<file path="src/rtl/core/knnlu_pkg.sv">
// Shared types, codes and field layout for the pruned k-nearest-neighbour list keeper.
`timescale 1ns / 1ps
`default_nettype none

package knnlu_pkg;

    // Field widths of one input word and one result word
    localparam int OP_W      = 3;
    localparam int PIX_W     = 12;
    localparam int ELEM_W    = 5;
    localparam int IN_VAL_W  = 16;
    localparam int ERR_W     = 32;
    localparam int MAP_W     = 12;
    localparam int OUTC_W    = 2;

    // Input tdata layout, lowest field first
    localparam int S_PIX_LSB  = 0;
    localparam int S_CAND_LSB = S_PIX_LSB + PIX_W;
    localparam int S_ELEM_LSB = S_CAND_LSB + PIX_W;
    localparam int S_VAL_LSB  = S_ELEM_LSB + ELEM_W;
    localparam int S_ERR_LSB  = S_VAL_LSB + IN_VAL_W;
    localparam int S_MAP_LSB  = S_ERR_LSB + ERR_W;
    localparam int S_TDATA_W  = 96;
    localparam int M_TDATA_W  = 80;
    localparam int M_PAD_W    = M_TDATA_W - (1 + ERR_W + ERR_W + MAP_W);

    // Configuration registers
    localparam int NK_REG_W   = 6;
    localparam int K_REG_W    = 5;
    localparam int DIM_REG_W  = 13;
    localparam int CFG_IDX_W  = 2;
    localparam int CFG_DATA_W = 13;

    localparam logic [CFG_IDX_W-1:0] CFG_ACTIVE_KERNELS  = 2'd0;
    localparam logic [CFG_IDX_W-1:0] CFG_NEIGHBOUR_COUNT = 2'd1;
    localparam logic [CFG_IDX_W-1:0] CFG_IMAGE_HEIGHT    = 2'd2;
    localparam logic [CFG_IDX_W-1:0] CFG_IMAGE_WIDTH     = 2'd3;

    // Operation codes
    localparam logic [OP_W-1:0] OP_WRITE_A    = 3'd0;
    localparam logic [OP_W-1:0] OP_WRITE_B    = 3'd1;
    localparam logic [OP_W-1:0] OP_WRITE_LIST = 3'd2;
    localparam logic [OP_W-1:0] OP_EVALUATE   = 3'd3;
    localparam logic [OP_W-1:0] OP_READ       = 3'd4;

    // Outcome codes
    localparam logic [OUTC_W-1:0] OUT_NONE      = 2'd0;
    localparam logic [OUTC_W-1:0] OUT_DUPLICATE = 2'd1;
    localparam logic [OUTC_W-1:0] OUT_PRUNED    = 2'd2;
    localparam logic [OUTC_W-1:0] OUT_INSERTED  = 2'd3;

    // Remainder unit: one bit of the pixel index per step
    localparam int MOD_CNT_W = 4;
    localparam logic [MOD_CNT_W-1:0] MOD_STEPS = 4'd12;

    typedef enum logic [4:0] {
        S_IDLE,
        S_DISPATCH,
        S_READ_WAIT,
        S_QSCAN,
        S_QCHECK,
        S_TERMS,
        S_QPLACE_W,
        S_QPLACE_F,
        S_MOD,
        S_BORDER,
        S_CSCAN,
        S_CCHECK,
        S_CPLACE_W,
        S_CPLACE_F,
        S_DONE
    } t_state;

    typedef struct packed {
        logic              accept;
        logic              wr_proj;
        logic              wr_list;
        logic              rd_issue;
        logic              rd_capture;
        logic              scan_start;
        logic              scan_run;
        logic              scan_cand;
        logic              term_start;
        logic              term_run;
        logic              place_worst;
        logic              place_first;
        logic              mod_start;
        logic              mod_run;
        logic              set_outcome;
        logic [OUTC_W-1:0] outcome;
        logic              set_inv;
        logic              out_load;
    } t_cmd;

    typedef struct packed {
        logic [OP_W-1:0] op;
        logic            eval_ok;
        logic            scan_done;
        logic            dup;
        logic            term_over;
        logic            term_fin;
        logic            mod_done;
        logic            border;
        logic            dist_over;
        logic            out_free;
    } t_sts;

endpackage

`default_nettype wire

</file>
<file path="src/rtl/core/knnlu_ctrl.sv">
// Sequencer for the list keeper: dispatches each word and steps the datapath phases.
`timescale 1ns / 1ps
`default_nettype none

module knnlu_ctrl
    import knnlu_pkg::*;
(
    input  wire logic i_clk,
    input  wire logic i_rst_n,
    input  wire logic i_s_tvalid,
    input  wire t_sts i_sts,
    output logic      o_s_tready,
    output t_cmd      o_cmd
);

    t_state r_state;
    t_state n_state;

    // State register
    always_ff @(posedge i_clk) begin
        if (!i_rst_n) begin
            r_state <= S_IDLE;
        end else begin
            r_state <= n_state;
        end
    end

    // Next state and commands
    always_comb begin
        n_state    = r_state;
        o_cmd      = '0;
        o_s_tready = 1'b0;
        case (r_state)
            S_IDLE: begin
                o_s_tready = 1'b1;
                if (i_s_tvalid) begin
                    o_cmd.accept = 1'b1;
                    n_state      = S_DISPATCH;
                end
            end
            S_DISPATCH: begin
                case (i_sts.op)
                    OP_WRITE_A, OP_WRITE_B: begin
                        o_cmd.wr_proj = 1'b1;
                        n_state       = S_DONE;
                    end
                    OP_WRITE_LIST: begin
                        o_cmd.wr_list = 1'b1;
                        n_state       = S_DONE;
                    end
                    OP_READ: begin
                        o_cmd.rd_issue = 1'b1;
                        n_state        = S_READ_WAIT;
                    end
                    OP_EVALUATE: begin
                        if (i_sts.eval_ok) begin
                            o_cmd.scan_start = 1'b1;
                            n_state          = S_QSCAN;
                        end else begin
                            n_state = S_DONE;
                        end
                    end
                    default: begin
                        n_state = S_DONE;
                    end
                endcase
            end
            S_READ_WAIT: begin
                o_cmd.rd_capture = 1'b1;
                n_state          = S_DONE;
            end
            S_QSCAN: begin
                o_cmd.scan_run = 1'b1;
                if (i_sts.scan_done) begin
                    n_state = S_QCHECK;
                end
            end
            S_QCHECK: begin
                if (i_sts.dup) begin
                    o_cmd.set_outcome = 1'b1;
                    o_cmd.outcome     = OUT_DUPLICATE;
                    n_state           = S_DONE;
                end else begin
                    o_cmd.term_start = 1'b1;
                    n_state          = S_TERMS;
                end
            end
            S_TERMS: begin
                o_cmd.term_run = 1'b1;
                if (i_sts.term_over) begin
                    o_cmd.set_outcome = 1'b1;
                    o_cmd.outcome     = OUT_PRUNED;
                    n_state           = S_DONE;
                end else if (i_sts.term_fin) begin
                    n_state = S_QPLACE_W;
                end
            end
            S_QPLACE_W: begin
                o_cmd.place_worst = 1'b1;
                n_state           = S_QPLACE_F;
            end
            S_QPLACE_F: begin
                o_cmd.place_first = 1'b1;
                o_cmd.set_outcome = 1'b1;
                o_cmd.outcome     = OUT_INSERTED;
                o_cmd.mod_start   = 1'b1;
                n_state           = S_MOD;
            end
            S_MOD: begin
                if (i_sts.mod_done) begin
                    n_state = S_BORDER;
                end else begin
                    o_cmd.mod_run = 1'b1;
                end
            end
            S_BORDER: begin
                if (i_sts.border) begin
                    n_state = S_DONE;
                end else begin
                    o_cmd.scan_start = 1'b1;
                    o_cmd.scan_cand  = 1'b1;
                    n_state          = S_CSCAN;
                end
            end
            S_CSCAN: begin
                o_cmd.scan_run  = 1'b1;
                o_cmd.scan_cand = 1'b1;
                if (i_sts.scan_done) begin
                    n_state = S_CCHECK;
                end
            end
            S_CCHECK: begin
                o_cmd.scan_cand = 1'b1;
                if (i_sts.dup || i_sts.dist_over) begin
                    n_state = S_DONE;
                end else begin
                    n_state = S_CPLACE_W;
                end
            end
            S_CPLACE_W: begin
                o_cmd.place_worst = 1'b1;
                o_cmd.scan_cand   = 1'b1;
                n_state           = S_CPLACE_F;
            end
            S_CPLACE_F: begin
                o_cmd.place_first = 1'b1;
                o_cmd.scan_cand   = 1'b1;
                o_cmd.set_inv     = 1'b1;
                n_state           = S_DONE;
            end
            S_DONE: begin
                if (i_sts.out_free) begin
                    o_cmd.out_load = 1'b1;
                    n_state        = S_IDLE;
                end
            end
            default: begin
                n_state = S_IDLE;
            end
        endcase
    end

endmodule

`default_nettype wire

</file>
<file path="config.mk">
export PLATFORM = sky130hd
export DESIGN_NAME = knnlu_ctrl
export DESIGN_NICKNAME = d
export VERILOG_FILES = /design/src/rtl/core/knnlu_pkg.sv /design/src/rtl/core/knnlu_ctrl.sv
export SDC_FILE = /design/constraint.sdc
export NUM_CORES = 1
export LEC_CHECK = 0
export ABC_AREA = 1
export BUFFER_PORTS_ARGS = -buffer_cell sky130_fd_sc_hd__buf_2
export CORE_MARGIN = 2
export CORE_UTILIZATION = 44
export CTS_BUF_LIST = sky130_fd_sc_hd__clkbuf_4
export CTS_CLUSTER_SIZE = 30
export DETAILED_ROUTE_END_ITERATION = 16
export GPL_ROUTABILITY_DRIVEN = 0
export GPL_TIMING_DRIVEN = 0
export MAX_ROUTING_LAYER = met4
export PLACE_DENSITY = 0.84
export SETUP_SLACK_MARGIN = 0.05
export SYNTH_ARGS = -nofsm -noshare
export SYNTH_HDL_FRONTEND = slang
export SYNTH_SLANG_ARGS = --single-unit
</file>
<file path="constraint.sdc">
create_clock -name i_clk -period 1.5 [get_ports i_clk]
set_clock_uncertainty 0.15 [all_clocks]
set_input_delay 0 -clock i_clk [delete_from_list [all_inputs] [get_ports i_clk]]
set_output_delay 0 -clock i_clk [all_outputs]
set_load 0.03 [all_outputs]
</file>
* Word-level counts from Yosys, hierarchy flattened *
Cells that the tools add are included.

cells by class
  add/subtract/negate cells = 0
  divide/modulo/power cells = 0
  bitwise gates (word level) = 0
  $mul = 0
  eq/ne operators = 24
  muxes and demuxes = 41
  magnitude comparators = 0
  shift operators = 0
  reductions and logical operators = 10

operators with widths
  kind                                            count
  one-hot mux 5 bit (14 select lines)             1
  == test 5 x 4 -> 1 bit (second input constant)  7
  two-way mux 5 bit                               7
  two-way mux 1 bit                               22
  == test 5 x 3 -> 1 bit (second input constant)  4
  two-way mux 3 bit                               4
  == test 5 x 2 -> 1 bit (second input constant)  2
  inequality test 2 bit (second input constant)   5
  one-hot mux 5 bit (2 select lines)              1
  OR reduction 2 bit                              5
  one-hot mux 3 bit (3 select lines)              1
  two-way mux 4 bit                               2
  == test 3 x 2 -> 1 bit (second input constant)  2
  AND reduction 6 bit                             1
  == test 5 x 1 -> 1 bit (second input constant)  1
  zero test 5 bit                                 1
  one-hot mux 1 bit (2 select lines)              2
  OR reduction 4 bit                              1
  == test 3 x 1 -> 1 bit (second input constant)  1
  == test 3 bit (second input constant)           1
  zero test 3 bit                                 1
  inequality test 3 bit (second input constant)   1
  two-way mux 2 bit                               1
  logical OR 1 bit                                1

word-level totals
  flip-flop bits (word level) = 5
  latch bits = 0
  logic and storage cells = 76
  memories = 0
  RAM bits = 0
  ROM bits = 0
  input port bits = 15

* Depth between registers and ports, before layout *
  depth in word-level cells = 4
  mapped depth = 10

* Worst setup path after synthesis *
Ideal clock, no wire load.

  path type = reg2out
  start point = reg r_state[0]
  end point = out o_cmd[16] (netlist name)
  required time = 1,350 ps
  cell stages (with the launch flop) = 5
  arrival time = 1,617 ps
  path slack = -267 ps
  path through = dfxtp_1 -> inv_2 -> nor2_4 -> nand2_1 -> nor4_1

RTL lines
  what                    RTL line          RTL
  from (decl)             knnlu_ctrl.sv:16  t_state r_state;
  from (signal assigned)  knnlu_ctrl.sv:24  r_state <= n_state;
  to (decl)               knnlu_ctrl.sv:13  output t_cmd o_cmd

==> key figures <==
Status
  • Result of the run: finished with violations
  • Failing checks: setup timing

Setup path
  • Worst path cell trace: inv_4, nor2_4, nand3_2, nand3_1, clkbuf_4
  • Crit path max fanout: 7
  • Critical path startpoint category: flop
  • Worst EP required: 1350 ps
  • Crit-path max cell delay: 410 ps
  • Slowest stage cell, crit path: dfxtp_4
  • Delay-heaviest family, CP: simple AND/OR/NAND/NOR gates
  • Setup CP Type: flop to output pin
  • Data arrival time of the worst path: 1410 ps
  • Crit end category: output pin
  • Buf+Inv Stages, Crit Path: 2

Hold path
  • Worst min path class: input port to flop

Finish
  • Area grow syn2layout: 94.72%
  • Max reg flops: 4
  • Final-layout fill cell count: roughly 70
  • Post-layout nets: 183
  • ANT cells: 0
  • Ratio of cells with drive above 1 in the final layout: 59.64%
  • Regs by FF count: r_state x4
  • Biggest register: r_state
  • Final Instance Count excl. Fillers: between 150 and 200

Floorplanning
  • Die area: 0.001654 mm^2
  • Die X: 40.68 um
  • Starting Density: 46.06%
  • Cell row count: 13
  • I/O Pins: 35
  • Die H: 40.68 um
  • Core area: 0.001285 mm^2

Routing
  • DRT antenna net count: 0
  • Routed len/inst: 14.78 um
  • DR vias: 1003
  • Drt pass-1 iters: 4
  • DR iter-0 viols: 40
  • DRC Markers: 0
  • Via/cell ratio: about 5.5
  • Final Routed Wirelength: roughly 2700 um

Global route
  • Global route total overflow: 0
  • Vias in the first global route: 613
  • Initial antenna violation count: 0
  • First-pass GRT wire length: 2373 um
  • Largest net degree at the start of global routing: 8
  • Total Routing Usage GR: 21.69%

Flow run
  • Number of max-cap violations: 0

CTS
  • CTS Buffer Depth: 2
  • Clock transition at path regs: 30 ps
  • CTS tree: done
  • Clock Sinks: 4
  • Clk root buf: clkbuf_4
  • H-Tree Depth: 1
  • Clk_lat worst skew: 230 ps
  • TritonCTS Buffers: 3

Timing
  • Final Hold Vio Count: 0
  • Fmax: around 640 MHz
  • Setup TNS: -114.6 ps
  • PnR worst setup slack: -58.83 ps
  • Worst slew pin tran: 265.4 ps
  • RSZ-0062 raised after global routing: true
  • Slew Viols, Final: 0
  • Final setup viols: 3
  • Hold Slack: 52.43 ps
  • Rel. slew slack: 82.12%
  • Final min period: 1559 ps
  • Final Cycle Share: 103.9%

Pwr
  • VDD IR max: 1.078 mV
  • Leakage: between 0.0006 and 0.0007 uW
  • Power, Total: 1524 uW
  • Pwr dens: 1323 mW/mm^2

Synthesis
  • FF+latch count, synth: 4
  • Syn Nets: 134
  • Post-synthesis cell area: ~600 um^2
  • Netlist cell types: 16
  • Synth async-reset ratio: 0%
  • Cells after Synth: 119
  • Number of enable flip-flop cells after synthesis: 0
  • Seq/Total Area, Yosys: roughly 14%
  • Avg Cell Area, Syn: 4.973 um^2
  • Dominant register cell in the synthesized netlist: dfxtp_1
  • Yosys synthesis warning count: 0

Placement
  • Port Buf Inserts: 34
  • Post-Place Cells: about 170
  • DP Worst Slack: -39.85 ps
  • DP HPWL: 1393 um
==> kinds of logic (layout without fill, tap and decap cells) <==
family | after synthesis | count (layout) | synth area share [%]
compound gates | 10 | 10 | 9.091
buf+inv | 22 | 69 | 13.95
simple gates | 83 | 83 | 63.42
flops | 4 | 4 | 13.53
==> through the flow <==
step | instance area, um^2 | utilization, %
floorplan | 623.1 | -
global placement | 812.0 | 63.19
detailed placement | 812.0 | 63.19
CTS | 897.1 | 69.82
global route | 1152 | 89.68
finish | 1152 | 89.68
==> tightest hold or removal path: cells and delay by family <==
kind | cells | cell delay, ps
and+or+nand+nor | 3 | 200
AOI/OAI and AO/OA | 1 | 50
buffers and inverters | 2 | 130
==> placed cells by master (no fill, tap or decap) <==
| cell | synthesis | final |
|---|---|---|
| dfxtp_4 | 0 | 4 |
| dlygate4sd3_1 | 0 | 1 |
| nor2_1 | 18 | 13 |
| inv_4 | 0 | 4 |
| buf_4 | 0 | 8 |
| inv_2 | 5 | 3 |
| nand2_4 | 0 | 7 |
| a21oi_1 | 4 | 2 |
| clkbuf_4 | 0 | 8 |
| nor2_4 | 1 | 8 |
| a21oi_2 | 0 | 2 |
| nor2_2 | 4 | 2 |
| nand2_2 | 5 | 12 |
| nor4_4 | 0 | 1 |
| nor3_2 | 0 | 2 |
| buf_2 | 0 | 22 |
| nand3_1 | 10 | 6 |
| o21ai_0 | 5 | 3 |
| inv_1 | 17 | 15 |
| nor3_1 | 4 | 2 |
| nand4_1 | 3 | 3 |
| nand2_1 | 36 | 22 |
| nand3_2 | 1 | 5 |
| buf_12 | 0 | 1 |
| buf_6 | 0 | 7 |
| o21ai_2 | 1 | 3 |
==> path summary, 6_finish.rpt <==
path                                              start                 endpoint  slack (ps)  cells after the start
worst min-delay path                           i_sts[7]  r_state[0]$_SDFFE_PN0P_          50                      6
worst max-delay path            r_state[2]$_SDFFE_PN0P_                 o_cmd[4]         -60                      5
worst min register to register  r_state[0]$_SDFFE_PN0P_  r_state[0]$_SDFFE_PN0P_         380                      2
worst max register to register  r_state[0]$_SDFFE_PN0P_  r_state[0]$_SDFFE_PN0P_         -40                      7
==> layer usage <==
metal	part of all wire, %	track usage (%)	vias up
met5	0	-	-
met4	3.4	10.00	0
met3	5.8	0	12
met2	52	38.49	61
met1	39	25.49	462
li1	-	-	468
==> power breakdown <==
part | internal (uW) | total, uW | switching [uW] | leakage (uW)
Sequential | 155 | 241 | 86.4 | 0.0000356
Clock | 89.1 | 128 | 38.5 | 0.0000138
Combinational | 407 | 1160 | 748 | 0.000626
Total | 651 | 1520 | 873 | 0.000675
==> layout make-up <==
cell class              count  area [um^2]  area share (%)
repair buffers             44        316.6           27.47
multi-input cells          93        606.8           52.66
well taps                  15        18.77           1.629
flip-flops and latches      4        95.09           8.252
clock buffers               3        22.52           1.954
inverters                  22        92.59           8.035
==> cells in the mapped netlist (3+ instances only) <==
cell type	number	share of area [%]
nand2_1	36	23
nor2_1	18	11
inv_1	17	11
nand3_1	10	8.5
inv_2	5	3.2
nand2_2	5	5.3
o21ai_0	5	4.2
a21oi_1	4	3.4
dfxtp_1	4	14
nor2_2	4	4.2
nor3_1	4	3.4
nand4_1	3	3.2
==> timing repair <==
item / in CTS / in global routing
buffers inserted: 0 / 9
pin swaps: 1 / 14
setup endpoints to repair: 20 / 15
hold buffers: 1 / 0
gates resized for setup: 20 / 56
hold endpoints to repair: 4 / 0
Note: power is estimated with default switching activity, not from simulation.
